===== src/sv/bnms_pkg.sv =====
package bnms_pkg;

    localparam int COORD_W   = 16;
    localparam int THR_W     = 17;
    localparam int SLOT_W    = 6;
    localparam logic [THR_W-1:0] THR_RESET = 17'd32768;

    typedef struct packed {
        logic [COORD_W-1:0] x0;
        logic [COORD_W-1:0] y0;
        logic [COORD_W-1:0] x1;
        logic [COORD_W-1:0] y1;
        logic [COORD_W-1:0] sc;
    } t_box;

    // controller to datapath
    typedef struct packed {
        logic store;
        logic box_rd;
        logic box_by_rank;
        logic score_ld;
        logic rank_rd;
        logic rank_wr;
        logic a_ld;
        logic span_ld;
        logic mul_ld;
        logic uni_ld;
        logic thr_ld;
        logic mark_clr_all;
        logic mark_set;
        logic out_ld;
        logic out_ovf;
        logic out_last;
    } t_cmd;

    // datapath to controller
    typedef struct packed {
        logic sc_gt;
        logic sc_eq;
        logic mark_at;
        logic hit;
        logic out_taken;
    } t_sts;

endpackage


===== src/sv/bnms_ctrl.sv =====
module bnms_ctrl
    import bnms_pkg::*;
#(
    parameter int MAX_BOXES = 64,
    parameter int IW        = $clog2(MAX_BOXES),
    parameter int CW        = $clog2(MAX_BOXES + 1)
) (
    input  logic          i_clk,
    input  logic          i_rst_n,
    input  logic          i_in_valid,
    input  logic          i_final,
    output logic          o_in_ready,
    input  t_sts          i_sts,
    output t_cmd          o_cmd,
    output logic [IW-1:0] o_box_idx,
    output logic [IW-1:0] o_rank_idx,
    output logic [IW-1:0] o_rank_wdata,
    output logic [IW-1:0] o_mark_idx
);

    typedef enum logic [4:0] {
        LOAD, SORT_RDI, SORT_LDI, SORT_RDJ, SORT_CMPJ, SORT_WR,
        SUP_CHK, SUP_RA, SUP_LA, PAIR_CHK, P_RB, P_SPAN, P_MUL, P_UNI, P_THR, P_CMP,
        SCAN, EMIT_CHK, EMIT_RB, EMIT_LD, EMIT_WAIT
    } t_state;

    t_state        r_state;
    logic [CW-1:0] r_count, r_n, r_i, r_j;
    logic [IW-1:0] r_cnt, r_last;
    logic          r_ovf;
    logic          in_acc, has_room;
    logic [CW-1:0] i_nxt, j_nxt;

    assign in_acc   = i_in_valid && (r_state == LOAD);
    assign has_room = r_count < CW'(MAX_BOXES);
    assign i_nxt    = r_i + CW'(1);
    assign j_nxt    = r_j + CW'(1);
    assign o_in_ready = (r_state == LOAD);

    always_comb begin
        o_cmd        = '0;
        o_box_idx    = r_i[IW-1:0];
        o_rank_idx   = r_i[IW-1:0];
        o_rank_wdata = r_i[IW-1:0];
        o_mark_idx   = r_i[IW-1:0];
        o_cmd.out_ovf  = r_ovf;
        o_cmd.out_last = (r_i[IW-1:0] == r_last);
        unique case (r_state)
            LOAD: begin
                o_box_idx    = r_count[IW-1:0];
                o_cmd.store  = in_acc && has_room;
                o_cmd.mark_clr_all = in_acc && i_final;
            end
            SORT_RDI:  o_cmd.box_rd = 1'b1;
            SORT_LDI:  o_cmd.score_ld = 1'b1;
            SORT_RDJ: begin
                o_box_idx    = r_j[IW-1:0];
                o_cmd.box_rd = 1'b1;
            end
            SORT_CMPJ: ;
            SORT_WR: begin
                o_rank_idx    = r_cnt;
                o_cmd.rank_wr = 1'b1;
            end
            SUP_CHK:   o_cmd.rank_rd = (r_i != r_n) && !i_sts.mark_at;
            SUP_RA: begin
                o_cmd.box_rd      = 1'b1;
                o_cmd.box_by_rank = 1'b1;
            end
            SUP_LA:    o_cmd.a_ld = 1'b1;
            PAIR_CHK: begin
                o_mark_idx    = r_j[IW-1:0];
                o_rank_idx    = r_j[IW-1:0];
                o_cmd.rank_rd = (r_j != r_n) && !i_sts.mark_at;
            end
            P_RB: begin
                o_cmd.box_rd      = 1'b1;
                o_cmd.box_by_rank = 1'b1;
            end
            P_SPAN:    o_cmd.span_ld = 1'b1;
            P_MUL:     o_cmd.mul_ld = 1'b1;
            P_UNI:     o_cmd.uni_ld = 1'b1;
            P_THR:     o_cmd.thr_ld = 1'b1;
            P_CMP: begin
                o_mark_idx     = r_j[IW-1:0];
                o_cmd.mark_set = i_sts.hit;
            end
            SCAN: ;
            EMIT_CHK:  o_cmd.rank_rd = (r_i != r_n) && !i_sts.mark_at;
            EMIT_RB: begin
                o_cmd.box_rd      = 1'b1;
                o_cmd.box_by_rank = 1'b1;
            end
            EMIT_LD:   o_cmd.out_ld = 1'b1;
            EMIT_WAIT: ;
            default: ;
        endcase
    end

    always_ff @(posedge i_clk) begin
        if (!i_rst_n) begin
            r_state <= LOAD;
            r_count <= '0;
            r_ovf   <= 1'b0;
            r_n     <= '0;
            r_i     <= '0;
            r_j     <= '0;
            r_cnt   <= '0;
            r_last  <= '0;
        end else begin
            unique case (r_state)
                LOAD: begin
                    if (in_acc) begin
                        if (has_room) r_count <= r_count + CW'(1);
                        else r_ovf <= 1'b1;
                        if (i_final) begin
                            r_n     <= has_room ? r_count + CW'(1) : r_count;
                            r_i     <= '0;
                            r_state <= SORT_RDI;
                        end
                    end
                end
                SORT_RDI: r_state <= SORT_LDI;
                SORT_LDI: begin
                    r_j     <= '0;
                    r_cnt   <= '0;
                    r_state <= SORT_RDJ;
                end
                SORT_RDJ: r_state <= SORT_CMPJ;
                SORT_CMPJ: begin
                    // rank = boxes with higher score, or equal score and earlier arrival
                    if (i_sts.sc_gt || (i_sts.sc_eq && r_j < r_i)) r_cnt <= r_cnt + IW'(1);
                    r_j     <= j_nxt;
                    r_state <= (j_nxt == r_n) ? SORT_WR : SORT_RDJ;
                end
                SORT_WR: begin
                    if (i_nxt == r_n) begin
                        r_i     <= '0;
                        r_state <= SUP_CHK;
                    end else begin
                        r_i     <= i_nxt;
                        r_state <= SORT_RDI;
                    end
                end
                SUP_CHK: begin
                    if (r_i == r_n) begin
                        r_i     <= '0;
                        r_state <= SCAN;
                    end else if (i_sts.mark_at) begin
                        r_i <= i_nxt;
                    end else begin
                        r_state <= SUP_RA;
                    end
                end
                SUP_RA: r_state <= SUP_LA;
                SUP_LA: begin
                    r_j     <= i_nxt;
                    r_state <= PAIR_CHK;
                end
                PAIR_CHK: begin
                    if (r_j == r_n) begin
                        r_i     <= i_nxt;
                        r_state <= SUP_CHK;
                    end else if (i_sts.mark_at) begin
                        r_j <= j_nxt;
                    end else begin
                        r_state <= P_RB;
                    end
                end
                P_RB:   r_state <= P_SPAN;
                P_SPAN: r_state <= P_MUL;
                P_MUL:  r_state <= P_UNI;
                P_UNI:  r_state <= P_THR;
                P_THR:  r_state <= P_CMP;
                P_CMP: begin
                    r_j     <= j_nxt;
                    r_state <= PAIR_CHK;
                end
                SCAN: begin
                    if (!i_sts.mark_at) r_last <= r_i[IW-1:0];
                    if (i_nxt == r_n) begin
                        r_i     <= '0;
                        r_state <= EMIT_CHK;
                    end else begin
                        r_i <= i_nxt;
                    end
                end
                EMIT_CHK: begin
                    if (r_i == r_n) begin
                        r_count <= '0;
                        r_ovf   <= 1'b0;
                        r_state <= LOAD;
                    end else if (i_sts.mark_at) begin
                        r_i <= i_nxt;
                    end else begin
                        r_state <= EMIT_RB;
                    end
                end
                EMIT_RB: r_state <= EMIT_LD;
                EMIT_LD: r_state <= EMIT_WAIT;
                EMIT_WAIT: begin
                    if (i_sts.out_taken) begin
                        r_i     <= i_nxt;
                        r_state <= EMIT_CHK;
                    end
                end
                default: r_state <= LOAD;
            endcase
        end
    end

endmodule


===== config.mk =====
export PLATFORM = sky130hd
export DESIGN_NAME = bnms_ctrl
export DESIGN_NICKNAME = d
export VERILOG_FILES = /design/src/sv/bnms_pkg.sv /design/src/sv/bnms_ctrl.sv
export SDC_FILE = /design/constraint.sdc
export NUM_CORES = 1
export LEC_CHECK = 0
export BUFFER_PORTS_ARGS = -buffer_cell sky130_fd_sc_hd__buf_4
export CAP_MARGIN = 30
export CORE_MARGIN = 8
export CORE_UTILIZATION = 50
export DETAILED_ROUTE_END_ITERATION = 6
export GPL_TIMING_DRIVEN = 0
export PLACE_DENSITY_LB_ADDON = 0.12
export SLEW_MARGIN = 20
export SYNTH_ARGS = -nofsm -noshare
export SYNTH_HDL_FRONTEND = slang
export SYNTH_SLANG_ARGS = --single-unit

===== constraint.sdc =====
create_clock -name i_clk -period 2.4 [get_ports i_clk]
set_clock_uncertainty 0.05 [all_clocks]
set_input_delay 0.48 -clock i_clk [delete_from_list [all_inputs] [get_ports i_clk]]
set_output_delay 0.48 -clock i_clk [all_outputs]
set_load 0.02 [all_outputs]

### After elaboration in Yosys (flattened, before gate mapping)

Cells that the tools add are included.

* $lt $le $gt $ge: 2
* reductions and logical operators: 28
* add/subtract/negate cells: 4
* multiplexer cells: 52
* eq/ne operators: 41
* bitwise operators: 1

Operators with widths (number)
* 5-bit one-hot mux with 20 select lines: 1
* 7-bit 2-to-1 mux: 13
* 5-bit 2-to-1 mux: 10
* 7-bit one-hot mux with 6 select lines: 1
* 5-bit by 4-bit equality test with 1-bit output (second input constant): 8
* 6-bit one-hot mux with 2 select lines: 3
* 7-bit equality test: 4
* 7-bit one-hot mux with 4 select lines: 1
* 5-bit equality test (second input constant): 5
* 7-bit by 1-bit adder with 7-bit output (second input constant): 3
* 5-bit by 3-bit equality test with 1-bit output (second input constant): 4
* 2-bit inequality test (second input constant): 10
* 1-bit 2-to-1 mux: 16
* 7-bit inequality test: 2
* 7-bit one-hot mux with 2 select lines: 1
* 6-bit 2-to-1 mux: 2
* 5-bit by 2-bit equality test with 1-bit output (second input constant): 2
* 2-bit OR reduction: 5
* 3-bit inequality test (second input constant): 3
* 3-bit AND reduction: 3
* 7-bit < comparator: 1
* 7-bit < comparator (second input constant): 1
* 7-bit AND reduction: 1
* 6-bit by 1-bit adder with 6-bit output (second input constant): 1
* 18 further kinds: 27

* word-level logic and storage cells: 136
* register bits: 46
* output and inout port bits: 41
* input bits: 9

### Logic depth before layout (Yosys ltp)

* word-level depth: 5
* depth in mapped cells: 11
* gate-level depth less buffers: 8

### Worst setup path before layout

OpenSTA, ideal clock, no wires.

* kind: register to register
* start: register r_i[0]
* end: register r_state[2]
* required time: 2.233 ns
* buffers on the path: 3
* slack: -0.066 ns
* arrival time: 2.299 ns
* clock period less this slack: 2.466 ns
* stages on the path, launching flop included: 12
* library setup time: 0.117 ns
* cell sequence: dfxtp_1 > ha_1 > buf_6 > and3_1 > buf_6 > and3_4 > buf_6 > xnor3_1 > or3_4 > o32ai_2 > or4_1 > a22o_1

* word-level cells in the longest chain between the ends: 4
* elaborated cells on any way between the ends: 11
* those cells by class: add/sub: 1; eq/ne: 5; mux: 4; reduce/logical: 1

RTL lines
* start, declared: RTL line bnms_ctrl.sv:28 `logic [CW-1:0] r_count, r_n, r_i, r_j;`
* start signal, assigned: RTL line bnms_ctrl.sv:141 `r_i <= i_nxt;`
* start signal, assigned: RTL line bnms_ctrl.sv:150 `r_i <= i_nxt;`
* start signal, assigned: RTL line bnms_ctrl.sv:162 `r_i <= i_nxt;`
* 7-bit by 1-bit adder with 7-bit output: RTL line bnms_ctrl.sv:36 `assign i_nxt = r_i + CW'(1);`
* 7-bit equality test: RTL line bnms_ctrl.sv:137, bnms_ctrl.sv:181
* 3-bit 2-to-1 mux / 2-bit inequality test (equally long branches)
* 5-bit one-hot mux with 20 select lines / 7-bit AND reduction (equally long branches)
* end signal, assigned: RTL line bnms_ctrl.sv:134 `r_state <= (j_nxt == r_n) ? SORT_WR : SORT_RDJ;`
* end, declared: RTL line bnms_ctrl.sv:27 `t_state r_state;`

Parallel ways exist; a longest one is shown, timed or not.
A chain may end at the register's enable or synchronous reset.

==> metrics.md <==
| Metric | Value |
|---|---|
| # IOs | `50` |
| Actual slew at the worst max-slew pin | `0.785 ns` |
| Crit. End Element | `output pin` |
| CTS root buffer | `clkbuf_8` |
| Sequential fraction of the synthesis area | `23.3%` |
| Htree depth | `2` |
| Share of cells above drive strength 1 | `32.5%` |
| Avg Cell Area, Syn | `7.43 um2` |
| Row Count | `32` |
| Grt ovf | `0` |
| Total Routed Length | `13700 um` |
| Net Sw Frac | `40.1%` |
| Synthesized area | `3950 um2` |
| Hold Path Depth | `2` |
| Worst-Skew Late Latency | `0.31 ns` |
| Final period util | `102%` |
| Share of the synthesized area in the top cell type | `23.3%` |
| Initial core utilization | `51.4%` |
| Final core area utilization | `67.8%` |
| Tmin final | `2.46 ns` |
| Router iterations before antenna repair | `5` |
| Post-synth top area cell | `dfxtp_1` |
| R2R cell count | `10` |
| Routed Antenna Nets | `0` |
| Final HPWL DP | `9580 um` |
| Share of power burned in registers | `30.7%` |
| Yosys warns | `0` |
| Pins Over Slew Limit | `0` |
| Synth area leaders | `dfxtp_1 (23%), xnor2_1 (6.7%), nand2_1 (6.1%)` |
| Maximum clock path buffer count | `2` |
| Cell Pwr Density | `543 nW/um2` |
| Fin nets | `625` |
| Area growth syn-to-layout | `32.0%` |
| Ys async rst share | `0%` |
| Fmax | `407 MHz` |
| Routed len/inst | `19.3 um` |
| Core Region | `7690 um2` |
| Leading register cell type out of synthesis | `dfxtp_1` |
| First-pass GRT wire length | `21000 um` |
| Number of global-route vias before repair | `4141` |
| Crit path DAT | `1.93 ns` |
| Clock share of power | `22.2%` |
| Synthesized Nets | `550` |
| HP Class | `reg -> reg` |
| Overall Global Routing Usage | `23.2%` |
| Max-cap viol count | `0` |
| CP max FO | `10` |
| CP required | `1.87 ns` |
| Clock slew at reported path FFs | `0.10 ns` |
| Worst VDD drop | `0.280 mV` |
| Violated checks | `setup timing` |
| Die area | `11000 um2` |
| Die Y | `105 um` |
| Status | `finished with violations` |
| Initial antenna violation count | `0` |
| Inserted Clock Buffers | `5` |
| Via count | `4283` |
| Clock Sinks | `46` |
| Mapped Cells | `531` |
| RSZ-0062 raised after global routing | `yes` |
| Leakage | `2.08 nW` |
| Final hold slack | `0.475 ns` |
| DR DRC count | `0` |
| P_int | `0.00169 W` |
| Rel. slew slack | `47.4%` |
| Largest net degree at the start of global routing | `16` |
| Setup crit start kind | `register` |
| EDFF count, synth | `0` |
| CTS tree | `done` |
| Port bufs | `48` |
| Unique cell type count in the Yosys netlist | `73` |
| Die X | `105 um` |
| Initial drt markers | `390` |
| Count leader, synth | `nand2_1` |
| Vias per inst | `6.04` |
| Routability cong. | `0.907` |
| Final setup fails | `1` |
| Final worst-path setup slack | `-0.0562 ns` |
| Comb pwr share | `47.1%` |
| CTS Hold Bufs | `0` |
| Diode count | `0` |
| FF+latch count, synth | `46` |
| Final Hold Fails | `0` |
| Sw power | `0.00113 W` |
| Crit path kind | `reg -> out` |
| Synth cell count leaders | `nand2_1 (64), nor2_1 (51), dfxtp_1 (46), xnor2_1 (30), clkbuf_1 (29)` |
cells by family (layout without fill, tap and decap cells):
logic type	after synthesis	in the layout	synth area share, %
multiplexers	11	11	2.82
AO/OA/AOI/OAI	134	134	24.7
buffers and inverters	66	142	7.99
XOR/XNOR	41	41	9.45
adder cells (fa/ha/maj)	10	10	3.17
AND/OR/NAND/NOR	223	223	28.6
flip-flops	46	46	23.3
stage by stage:
step	instances	area, um2	worst slack (ns)	total power, W	TNS, ns
6_report	709	5210	-0.0562	0.00283	-0.0562
5_1_grt	709	5210	-0.116	0.00293	-0.517
4_1_cts	701	4930	-0.0394	0.00267	-0.186
2_1_floorplan	531	3960	-0.0299	0.00156	-0.0923
3_5_place_dp	681	4440	-0.395	0.00183	-8.91
3_3_place_gp	681	4440	-0.334	0.00182	-7.79
metal layers:
metal	part of all wire [%]	vias up	global-route usage (%)	wire length, um
li1	-	2035	-	-
met1	41	2007	27.2	5650
met2	48	190	40.2	6620
met3	6.1	51	4.30	841
met4	4.2	0	10.4	570
met5	0	-	0	0
cell type report:
class                      instances  area (um2)
clock inverter                     3        43.8
fill                             679        2480
clock buffer                       5        68.8
timing repair buffer              75         636
buffer                            45         353
sequential                        46         948
inverter                          14        52.6
multi-input combinational        419        2980
tap                              102         128
critical path, stage by stage, from the launching register on:
cell and delay (ns):
dfxtp_4 0.37, clkbuf_8 0.16, nand2b_1 0.17, o2bb2a_1 0.32, a211oi_2 0.21, nor2_1 0.08
nor2_1 0.13, buf_4 0.17
cells in the final DEF (no fill, tap or decap), drive strengths merged, types with 8 or more instances in the layout:
cell type	instances
nand2b	9
buf	100
a211oi	12
dfxtp	46
nor3	14
nor2b	8
a21oi	28
xnor2	30
o21ai	20
ha	10
nand2	64
nand3	24
mux2i	10
nor2	52
inv	15
and3	17
a22oi	19
clkbuf	25
xor2	10
path summary, 6_finish.rpt:
| kind | start | end | slack (ns) |
|---|---|---|---|
| worst max-delay path | r_state[2] | o_cmd[11] | -0.06 |
| worst min-delay path | r_cnt[1] | r_cnt[1] | 0.47 |
| worst max register to register | r_i[0] | r_i[5] | 0 |
| worst min register to register | r_cnt[1] | r_cnt[1] | 0.47 |
what timing repair did:
action / 4_1_cts / 5_1_grt
resized for setup: 85 / 77
setup endpoints to repair: 62 / 50
pin swaps: 23 / 21
gates cloned: 2 / 0
buffers inserted: 15 / 10
registers in the layout, summed over array words and instances (netlist names):
signal   cells
r_cnt        6
r_count      7
r_i          7
r_j          7
r_last       6
r_n          7
r_ovf        1
r_state      5
power by group through the flow:
stage	Sequential [W]	Combinational [W]	Clock, W
final	0.000868	0.00133	0.000628
after global routing	0.000876	0.00141	0.000650
after CTS	0.000866	0.00118	0.000630
after detailed placement	0.000874	0.000955	0
after global placement	0.000872	0.000946	0
after floorplan	0.000858	0.000698	0
(Power assumes the default switching activity.)
